[src/rtl/dfe_pkg.sv]
// Shared types and constants for the decimal factorial engine.
// No dependencies; imported by dfe_digit_mac and decimal_factorial_engine.
`timescale 1ns / 1ps
`default_nettype none

package dfe_pkg;

   typedef logic [3:0] digit_type;
   typedef logic [1:0] status_type;

   localparam status_type STATUS_OK        = 2'd0;
   localparam status_type STATUS_NEGATIVE  = 2'd1;
   localparam status_type STATUS_TOO_LARGE = 2'd2;

   localparam int ARG_W        = 8;
   localparam int LIMIT_W      = 5;
   localparam logic [LIMIT_W-1:0] LIMIT_RESET = 5'd30;

   // Most digits handed out per argument; the most significant ones are kept.
   localparam int RESULT_CAP   = 33;

   localparam int DIGIT_BASE   = 10;

   // x / 10 == (x * 205) >> 11 for every x below 1029.
   localparam int RECIP10_MUL  = 205;
   localparam int RECIP10_SHR  = 11;

endpackage

`default_nettype wire

[src/rtl/dfe_digit_mac.sv]
// One digit step of the multiply pass: digit * multiplier + carry, split in base ten.
// Depends on dfe_pkg.
`timescale 1ns / 1ps
`default_nettype none

module dfe_digit_mac #(
   parameter int MAX_ARG = 30
) (
   input  wire dfe_pkg::digit_type            digit,
   input  wire [$clog2(MAX_ARG+1)-1:0]        multiplier,
   input  wire [$clog2(MAX_ARG+1)-1:0]        carry,
   output dfe_pkg::digit_type                 sum_digit,
   output logic [$clog2(MAX_ARG+1)-1:0]       sum_carry
);
   import dfe_pkg::*;

   localparam int MW = $clog2(MAX_ARG + 1);
   // carry never exceeds the multiplier, so the sum stays below 10 * MAX_ARG + 1
   localparam int TW = ($clog2(10 * MAX_ARG + 1) < 4) ? 4 : $clog2(10 * MAX_ARG + 1);
   localparam int PW = TW + 8;

   logic [TW-1:0] total;
   logic [PW-1:0] recip_prod;
   logic [MW-1:0] quot;
   logic [TW-1:0] rem_w;

   always_comb begin
      total      = TW'(digit) * TW'(multiplier) + TW'(carry);
      recip_prod = PW'(total) * PW'(RECIP10_MUL);
      quot       = MW'(recip_prod >> RECIP10_SHR);
      rem_w      = total - TW'(quot) * TW'(DIGIT_BASE);
   end

   assign sum_digit = digit_type'(rem_w[3:0]);
   assign sum_carry = quot;

endmodule

`default_nettype wire

[src/rtl/decimal_factorial_engine.sv]
// Decimal factorial engine: top level with digit store and pass sequencer.
// Each pass m=2..N multiplies the whole digit store by m, then appends the carry digits;
// each pass walks the digit store one digit per cycle.
// One argument at a time: busy stays high from accept until the last beat is shown.
// Rejected arguments are answered straight from the screening state. The receiver cannot stall rsp beats.
// Reset is synchronous: control and the limit register (30) clear; the store is not cleared.
`timescale 1ns / 1ps
`default_nettype none

module decimal_factorial_engine #(
   parameter int MAX_ARG    = 30,
   parameter int MAX_DIGITS = 64
) (
   input  wire                         clock,
   input  wire                         reset,
   // request side
   input  wire                         start,
   output logic                        busy,
   input  wire signed [7:0]            req_argument,
   // result side
   output logic                        rsp_valid,
   output dfe_pkg::digit_type          rsp_digit,
   output dfe_pkg::status_type         rsp_status,
   output logic                        rsp_last,
   // limit register write
   input  wire                         csr_valid,
   output logic                        csr_ready,
   input  wire [4:0]                   csr_max_argument
);
   import dfe_pkg::*;

   localparam int MW     = $clog2(MAX_ARG + 1);
   localparam int CNT_W  = $clog2(MAX_DIGITS + 1);
   localparam int ADDR_W = $clog2(MAX_DIGITS);

   localparam logic [2:0] ST_IDLE = 3'd0;
   localparam logic [2:0] ST_INIT = 3'd1;
   localparam logic [2:0] ST_MUL  = 3'd2;
   localparam logic [2:0] ST_APP  = 3'd3;
   localparam logic [2:0] ST_OUT  = 3'd4;

   // control state
   logic [2:0]          state_ff, state_in;
   logic [LIMIT_W-1:0]  limit_ff, limit_in;
   logic [MW-1:0]       mult_ff, mult_in;
   logic [CNT_W-1:0]    count_ff, count_in;
   logic [CNT_W-1:0]    idx_ff, idx_in;
   logic [CNT_W-1:0]    first_ff, first_in;
   logic [MW-1:0]       carry_ff, carry_in;
   logic                rv_ff, rv_in;
   logic                tail_ff, tail_in;
   logic                rsp_valid_ff, rsp_valid_in;
   // payload
   logic [ARG_W-1:0]    arg_ff, arg_in;
   logic [ADDR_W-1:0]   wa_ff, wa_in;
   digit_type           rsp_digit_ff, rsp_digit_in;
   status_type          rsp_status_ff, rsp_status_in;
   logic                rsp_last_ff, rsp_last_in;

   // digit store, least significant digit at entry 0
   digit_type           store_mem [MAX_DIGITS];
   digit_type           rd_data_ff;
   logic                mem_re;
   logic [ADDR_W-1:0]   mem_ra;
   logic                mem_we;
   logic [ADDR_W-1:0]   mem_wa;
   digit_type           mem_wd;

   // shared digit step unit
   digit_type           mac_digit;
   digit_type           mac_sum_digit;
   logic [MW-1:0]       mac_sum_carry;

   // scratch
   logic [ARG_W-1:0]    eff_limit;
   logic [ARG_W-1:0]    count_ext;
   logic [CNT_W-1:0]    idx_dec;
   logic                issue;

   dfe_digit_mac #(
      .MAX_ARG    (MAX_ARG)
   ) u_mac (
      .digit      (mac_digit),
      .multiplier (mult_ff),
      .carry      (carry_ff),
      .sum_digit  (mac_sum_digit),
      .sum_carry  (mac_sum_carry)
   );

   // Append phase feeds a zero digit so the unit just splits the carry.
   assign mac_digit = (state_ff == ST_APP) ? digit_type'(4'd0) : rd_data_ff;

   assign busy       = (state_ff != ST_IDLE);
   assign csr_ready  = 1'b1;
   assign rsp_valid  = rsp_valid_ff;
   assign rsp_digit  = rsp_digit_ff;
   assign rsp_status = rsp_status_ff;
   assign rsp_last   = rsp_last_ff;

   // Saturate the effective limit at the build-time maximum.
   assign eff_limit = (ARG_W'(limit_ff) > ARG_W'(MAX_ARG)) ? ARG_W'(MAX_ARG) : ARG_W'(limit_ff);
   assign count_ext = ARG_W'(count_ff);
   assign idx_dec   = idx_ff - CNT_W'(1);

   always_comb begin
      state_in      = state_ff;
      limit_in      = limit_ff;
      mult_in       = mult_ff;
      count_in      = count_ff;
      idx_in        = idx_ff;
      first_in      = first_ff;
      carry_in      = carry_ff;
      rv_in         = 1'b0;
      tail_in       = tail_ff;
      rsp_valid_in  = 1'b0;
      arg_in        = arg_ff;
      wa_in         = wa_ff;
      rsp_digit_in  = rsp_digit_ff;
      rsp_status_in = rsp_status_ff;
      rsp_last_in   = rsp_last_ff;
      mem_re        = 1'b0;
      mem_ra        = idx_ff[ADDR_W-1:0];
      mem_we        = 1'b0;
      mem_wa        = wa_ff;
      mem_wd        = mac_sum_digit;
      issue         = 1'b0;

      // limit register beat; by contract the user writes it only while idle, which the block does not enforce
      if (csr_valid && csr_ready) begin
         limit_in = csr_max_argument;
      end

      case (state_ff)
         ST_IDLE: begin
            if (start) begin
               arg_in   = req_argument;
               state_in = ST_INIT;
            end
         end

         ST_INIT: begin
            // Seed the store with the single digit 1, then screen the argument.
            mem_we   = 1'b1;
            mem_wa   = '0;
            mem_wd   = digit_type'(4'd1);
            count_in = CNT_W'(1);
            carry_in = '0;
            idx_in   = '0;
            mult_in  = MW'(2);
            if (arg_ff[ARG_W-1]) begin
               rsp_valid_in  = 1'b1;
               rsp_digit_in  = '0;
               rsp_status_in = STATUS_NEGATIVE;
               rsp_last_in   = 1'b1;
               state_in      = ST_IDLE;
            end else if (arg_ff > eff_limit) begin
               rsp_valid_in  = 1'b1;
               rsp_digit_in  = '0;
               rsp_status_in = STATUS_TOO_LARGE;
               rsp_last_in   = 1'b1;
               state_in      = ST_IDLE;
            end else if (arg_ff < ARG_W'(2)) begin
               // zero or one: emit the seed digit directly
               idx_in   = CNT_W'(1);
               first_in = '0;
               state_in = ST_OUT;
            end else begin
               state_in = ST_MUL;
            end
         end

         ST_MUL: begin
            // Read digit i while writing back digit i-1; addresses never collide.
            issue = (idx_ff < count_ff);
            if (issue) begin
               mem_re = 1'b1;
               mem_ra = idx_ff[ADDR_W-1:0];
               wa_in  = idx_ff[ADDR_W-1:0];
               idx_in = idx_ff + CNT_W'(1);
               rv_in  = 1'b1;
            end
            if (rv_ff) begin
               mem_we   = 1'b1;
               mem_wa   = wa_ff;
               carry_in = mac_sum_carry;
               if (!issue) begin
                  state_in = ST_APP;
               end
            end
         end

         ST_APP: begin
            if (carry_ff != '0) begin
               // Append one carry digit per cycle; drop it once the store is full.
               if (count_ff < CNT_W'(MAX_DIGITS)) begin
                  mem_we   = 1'b1;
                  mem_wa   = count_ff[ADDR_W-1:0];
                  count_in = count_ff + CNT_W'(1);
               end
               carry_in = mac_sum_carry;
            end else if (mult_ff == arg_ff[MW-1:0]) begin
               idx_in   = count_ff;
               first_in = (count_ext > ARG_W'(RESULT_CAP))
                          ? CNT_W'(count_ext - ARG_W'(RESULT_CAP)) : '0;
               state_in = ST_OUT;
            end else begin
               mult_in  = mult_ff + MW'(1);
               idx_in   = '0;
               state_in = ST_MUL;
            end
         end

         ST_OUT: begin
            // Walk down from the top digit; the read data becomes the next beat.
            issue = (idx_ff > first_ff);
            if (issue) begin
               mem_re  = 1'b1;
               mem_ra  = idx_dec[ADDR_W-1:0];
               idx_in  = idx_dec;
               tail_in = (idx_dec == first_ff);
               rv_in   = 1'b1;
            end
            if (rv_ff) begin
               rsp_valid_in  = 1'b1;
               rsp_digit_in  = rd_data_ff;
               rsp_status_in = STATUS_OK;
               rsp_last_in   = tail_ff;
               if (!issue) begin
                  state_in = ST_IDLE;
               end
            end
         end

         default: begin
            state_in = ST_IDLE;
         end
      endcase
   end

   // control registers
   always_ff @(posedge clock) begin
      if (reset) begin
         state_ff     <= ST_IDLE;
         limit_ff     <= LIMIT_RESET;
         mult_ff      <= '0;
         count_ff     <= '0;
         idx_ff       <= '0;
         first_ff     <= '0;
         carry_ff     <= '0;
         rv_ff        <= 1'b0;
         tail_ff      <= 1'b0;
         rsp_valid_ff <= 1'b0;
      end else begin
         state_ff     <= state_in;
         limit_ff     <= limit_in;
         mult_ff      <= mult_in;
         count_ff     <= count_in;
         idx_ff       <= idx_in;
         first_ff     <= first_in;
         carry_ff     <= carry_in;
         rv_ff        <= rv_in;
         tail_ff      <= tail_in;
         rsp_valid_ff <= rsp_valid_in;
      end
   end

   // payload registers
   always_ff @(posedge clock) begin
      arg_ff        <= arg_in;
      wa_ff         <= wa_in;
      rsp_digit_ff  <= rsp_digit_in;
      rsp_status_ff <= rsp_status_in;
      rsp_last_ff   <= rsp_last_in;
   end

   // digit store: one write port, one read port with registered data
   always_ff @(posedge clock) begin
      if (mem_we) begin
         store_mem[mem_wa] <= mem_wd;
      end
      if (mem_re) begin
         rd_data_ff <= store_mem[mem_ra];
      end
   end

endmodule

`default_nettype wire
[config.mk]
export PLATFORM = sky130hd
export DESIGN_NAME = decimal_factorial_engine
export DESIGN_NICKNAME = d
export VERILOG_FILES = /design/src/rtl/dfe_pkg.sv /design/src/rtl/dfe_digit_mac.sv /design/src/rtl/decimal_factorial_engine.sv
export SDC_FILE = /design/constraint.sdc
export NUM_CORES = 1
export LEC_CHECK = 0
export ABC_AREA = 1
export BUFFER_PORTS_ARGS = -buffer_cell sky130_fd_sc_hd__buf_2
export CAP_MARGIN = 20
export CORE_UTILIZATION = 40
export DETAILED_ROUTE_END_ITERATION = 10
export GPL_TIMING_DRIVEN = 0
export PLACE_DENSITY = 0.62
export SYNTH_ARGS = -nofsm -noshare
export SYNTH_HDL_FRONTEND = slang
export SYNTH_SLANG_ARGS = --single-unit
[constraint.sdc]
create_clock -name clock -period 27.5 [get_ports clock]
set_input_delay 6.875 -clock clock [delete_from_list [all_inputs] [get_ports clock]]
set_output_delay 6.875 -clock clock [all_outputs]
set_load 0.05 [all_outputs]
==> reports/results.tsv <==
stage	metric	value	unit
status	outcome	completed	
critical_path	reg2regPathDepth	41	
sta	min_period	9408	ps
logic_synthesis	synth-warning-count	0	
floorplanning	fp.dieArea	43870	sq um
routing	vias	13080	
critical_path	worst_setup_path_end_kind	flop	
sta	max-slew-margin-rel	19.17	%
routing	firstDrtPassIters	6	
cts	cts_buffers	36	
layout	utilization	45.53	%
routing	drc_errors	0	
layout	seq_area	9279	sq um
routing	drt_iter0_markers	1041	
critical_path	critPathSlowestCell	nor2_4	
placement	globalplace.congestion	0.9245	
sta	finalHoldViolCount	0	
cts	path_clk_slew	60	ps
floorplanning	die_w	209.5	um
logic_synthesis	synth_top_family_by_area	simple AND/OR/NAND/NOR gates	
logic_synthesis	synth_ff_type	edfxtp_1	
routing	via_per_inst	5.212	
sta	finalSetupViolations	0	
logic_synthesis	synthMuxAreaShare	0	%
logic_synthesis	synth_area_leaders	edfxtp_1 (49%), nand3_1 (8.9%), inv_1 (8.3%)	
layout	drive_gt1_share	7.052	%
floorplanning	boundaryPins	27	
logic_synthesis	syn_avg_cell_area	9.156	sq um
hold_path	min_path_type	flop to flop	
layout	multi_input_area	6226	sq um
floorplanning	rows	75	
logic_synthesis	yosys.area_share.simple	21.49	%
floorplanning	initial_core_util	40.76	%
cts	htree_levels	2	
global_routing	track_usage	21.42	%
logic_synthesis	netlist_instances	1880	
routing	postRouteAntennaNets	0	
cts	cts_sinks	323	
critical_path	worstPathRequired	27850	ps
cts	ctsHoldBuffers	0	
logic_synthesis	seq_area_frac_synth	53.90	%
sta	tightest_slew	1200	ps
layout	area_delta_synth_final	11.70	%
critical_path	cp_common_cell	inv_1	
cts	clockBufferDepth	3	
routing	wl_met1	20.14	mm
routing	top_layer	met4	
power	max-vdd-ir-drop	0.05450	mV
global_routing	grt_pass1_wl	71.72	mm
sta	clock.fmax	106.3	MHz
layout	fillCellCount	4091	
global_routing	grt_overflow	0	
layout	antennaDiodeCount	0	
logic_synthesis	synth_edf_count	281	
sta	maxSlewViolCount	0	
cts	worstSkewPairLatency	540	ps
cts	post_cts_buffers	0	
sta	final.setup.tns	0	ps
logic_synthesis	synth_top_area_share	49.02	%
power	leakage	8.622	nW
floorplanning	core	42230	sq um
power	pwr_density_cell	110.4	nW/um^2
global_routing	antenna_found_initial	1	
logic_synthesis	synth-xor-area-share	1.119	%
logic_synthesis	synthArstFlopShare	0	%
sta	fin_crit_sh	34.21	%
logic_synthesis	ys_seq_elements	323	
cts	cts_resized	0	
critical_path	crit_fanout	33	
logic_synthesis	netlist_area	17210	sq um
placement	io_buffers	24	
placement	dp_hpwl	32.25	mm
logic_synthesis	synth_top_area_cell	edfxtp_1	
sta	finClkSkew	15.66	ps
cts	tritoncts	yes	
routing	routed_wl	46.27	mm
logic_synthesis	syn_nets	2006	
logic_synthesis	synth_compound_area_share	4.528	%
hold_path	min_delay_path_depth	2	
critical_path	cp.arrival	9760	ps
global_routing	grt_max_degree	39	
routing	wl_met2	21.24	mm
routing	wire_per_inst	18.44	um
sta	rsz0062_at_grt	false	
global_routing	first_global_vias	12880	
logic_synthesis	yosys.area_share.adder	8.969	%
logic_synthesis	synth_cell_types	46	
critical_path	start_kind	flop	
job	drv_cap	0	
critical_path	worstSetupPathType	flop to flop	
layout	nets	2072	
floorplanning	die_h	209.5	um
critical_path	crit_path_max_incr_delay	750	ps
cts	cts-root-buf	clkbuf_16	
routing	dr_wl_met3	3.283	mm
registers in the layout (all words and copies together) (netlist names), 2 cells and up:
signal,cells
store_mem,256
arg_ff,8
count_ff,7
first_ff,7
idx_ff,7
wa_ff,6
carry_ff,5
limit_ff,5
mult_ff,5
rd_data_ff,4
rsp_digit,4
state_ff,3
rsp_status,2
per-stage QoR:
stage	setup slack [ps]	cell area, sq um	total power [mW]	std cells	hold WS [ps]
2_1_floorplan	18200	17210	1.277	1880	438.9
3_3_place_gp	14850	18010	1.626	2443	460.4
3_5_place_dp	18190	18100	1.643	2447	463.4
4_1_cts	18120	19230	2.118	2510	471.5
5_1_grt	17420	19230	2.237	2510	503.3
6_report	18090	19230	2.122	2510	466.2
per-layer routing:
metal / vias to the layer above / GRT usage, %
met3: 96 / 3.382
li1: 6283 / -
met4: 0 / 8.256
met2: 487 / 35.33
met5: - / 0
met1: 6215 / 28.39
cells by family (layout without fill, tap and decap cells):
kind of cell             Yosys count  after routing
flip-flops                       323            323
other                              1              1
AO/OA/AOI/OAI                    128            128
adder cells (fa/ha/maj)          109            109
XOR/XNOR                          22             22
AND/OR/NAND/NOR                  853            853
buffers and inverters            444            535
where the power goes:
group	switching (mW)	total [mW]	internal [mW]
Sequential	0.0227	0.645	0.622
Combinational	0.735	1.00	0.270
Clock	0.194	0.473	0.278
Total	0.952	2.12	1.17
critical path: cells and delay by family, from the launching register on:
| kind | cells | cell delay, ps |
|---|---|---|
| AO/OA/AOI/OAI | 3 | 460 |
| XOR/XNOR | 1 | 430 |
| AND/OR/NAND/NOR | 13 | 2120 |
| flip-flops | 1 | 430 |
| adder cells (fa/ha/maj) | 11 | 4530 |
| buffers and inverters | 13 | 1230 |
synth_stat cells (6+ instances only):
master / instances
ha_1: 85
inv_1: 380
nand3_1: 305
nor3_1: 6
clkbuf_1: 17
nand4_1: 12
nor2_1: 142
o21ai_0: 33
edfxtp_1: 281
o221ai_1: 7
xnor2_1: 6
a21oi_1: 55
dfxtp_1: 42
buf_2: 31
fa_1: 24
xor2_1: 16
nand2_1: 363
or2_2: 9
buf_1: 8
cells in the final DEF, fill, tap and decap left out, drive strengths merged, types with 6 or more instances in the layout:
master | Yosys | final
a21oi | 56 | 56
buf | 41 | 69
xor2 | 16 | 16
fa | 24 | 24
edfxtp | 281 | 281
nand3 | 307 | 307
o221ai | 7 | 7
nor2 | 142 | 142
clkinv | 1 | 9
ha | 85 | 85
clkbuf | 17 | 66
inv | 385 | 387
xnor2 | 6 | 6
nand2 | 366 | 366
nor3 | 6 | 6
or2 | 9 | 9
dfxtp | 42 | 42
o21ai | 39 | 39
nand4 | 12 | 12
final cells by class:
| class | count | share of cell area [%] |
|---|---|---|
| Multi-Input combinational cell | 1113 | 32.38 |
| Timing Repair Buffer | 28 | 1.041 |
| Clock inverter | 14 | 0.7809 |
| Clock buffer | 49 | 5.102 |
| Buffer | 58 | 1.393 |
| Sequential cell | 323 | 48.26 |
| Tap cell | 539 | 3.508 |
| Inverter | 386 | 7.536 |
worst paths after layout:
check,startpoint,endpoint,slack (ps)
min reg2reg,first_ff[3],first_ff[3],470
max reg2reg,state_ff[1],store_mem[13][3],18090
min,first_ff[3],first_ff[3],470
max,state_ff[1],store_mem[13][3],18090
(Power assumes the default switching activity.)
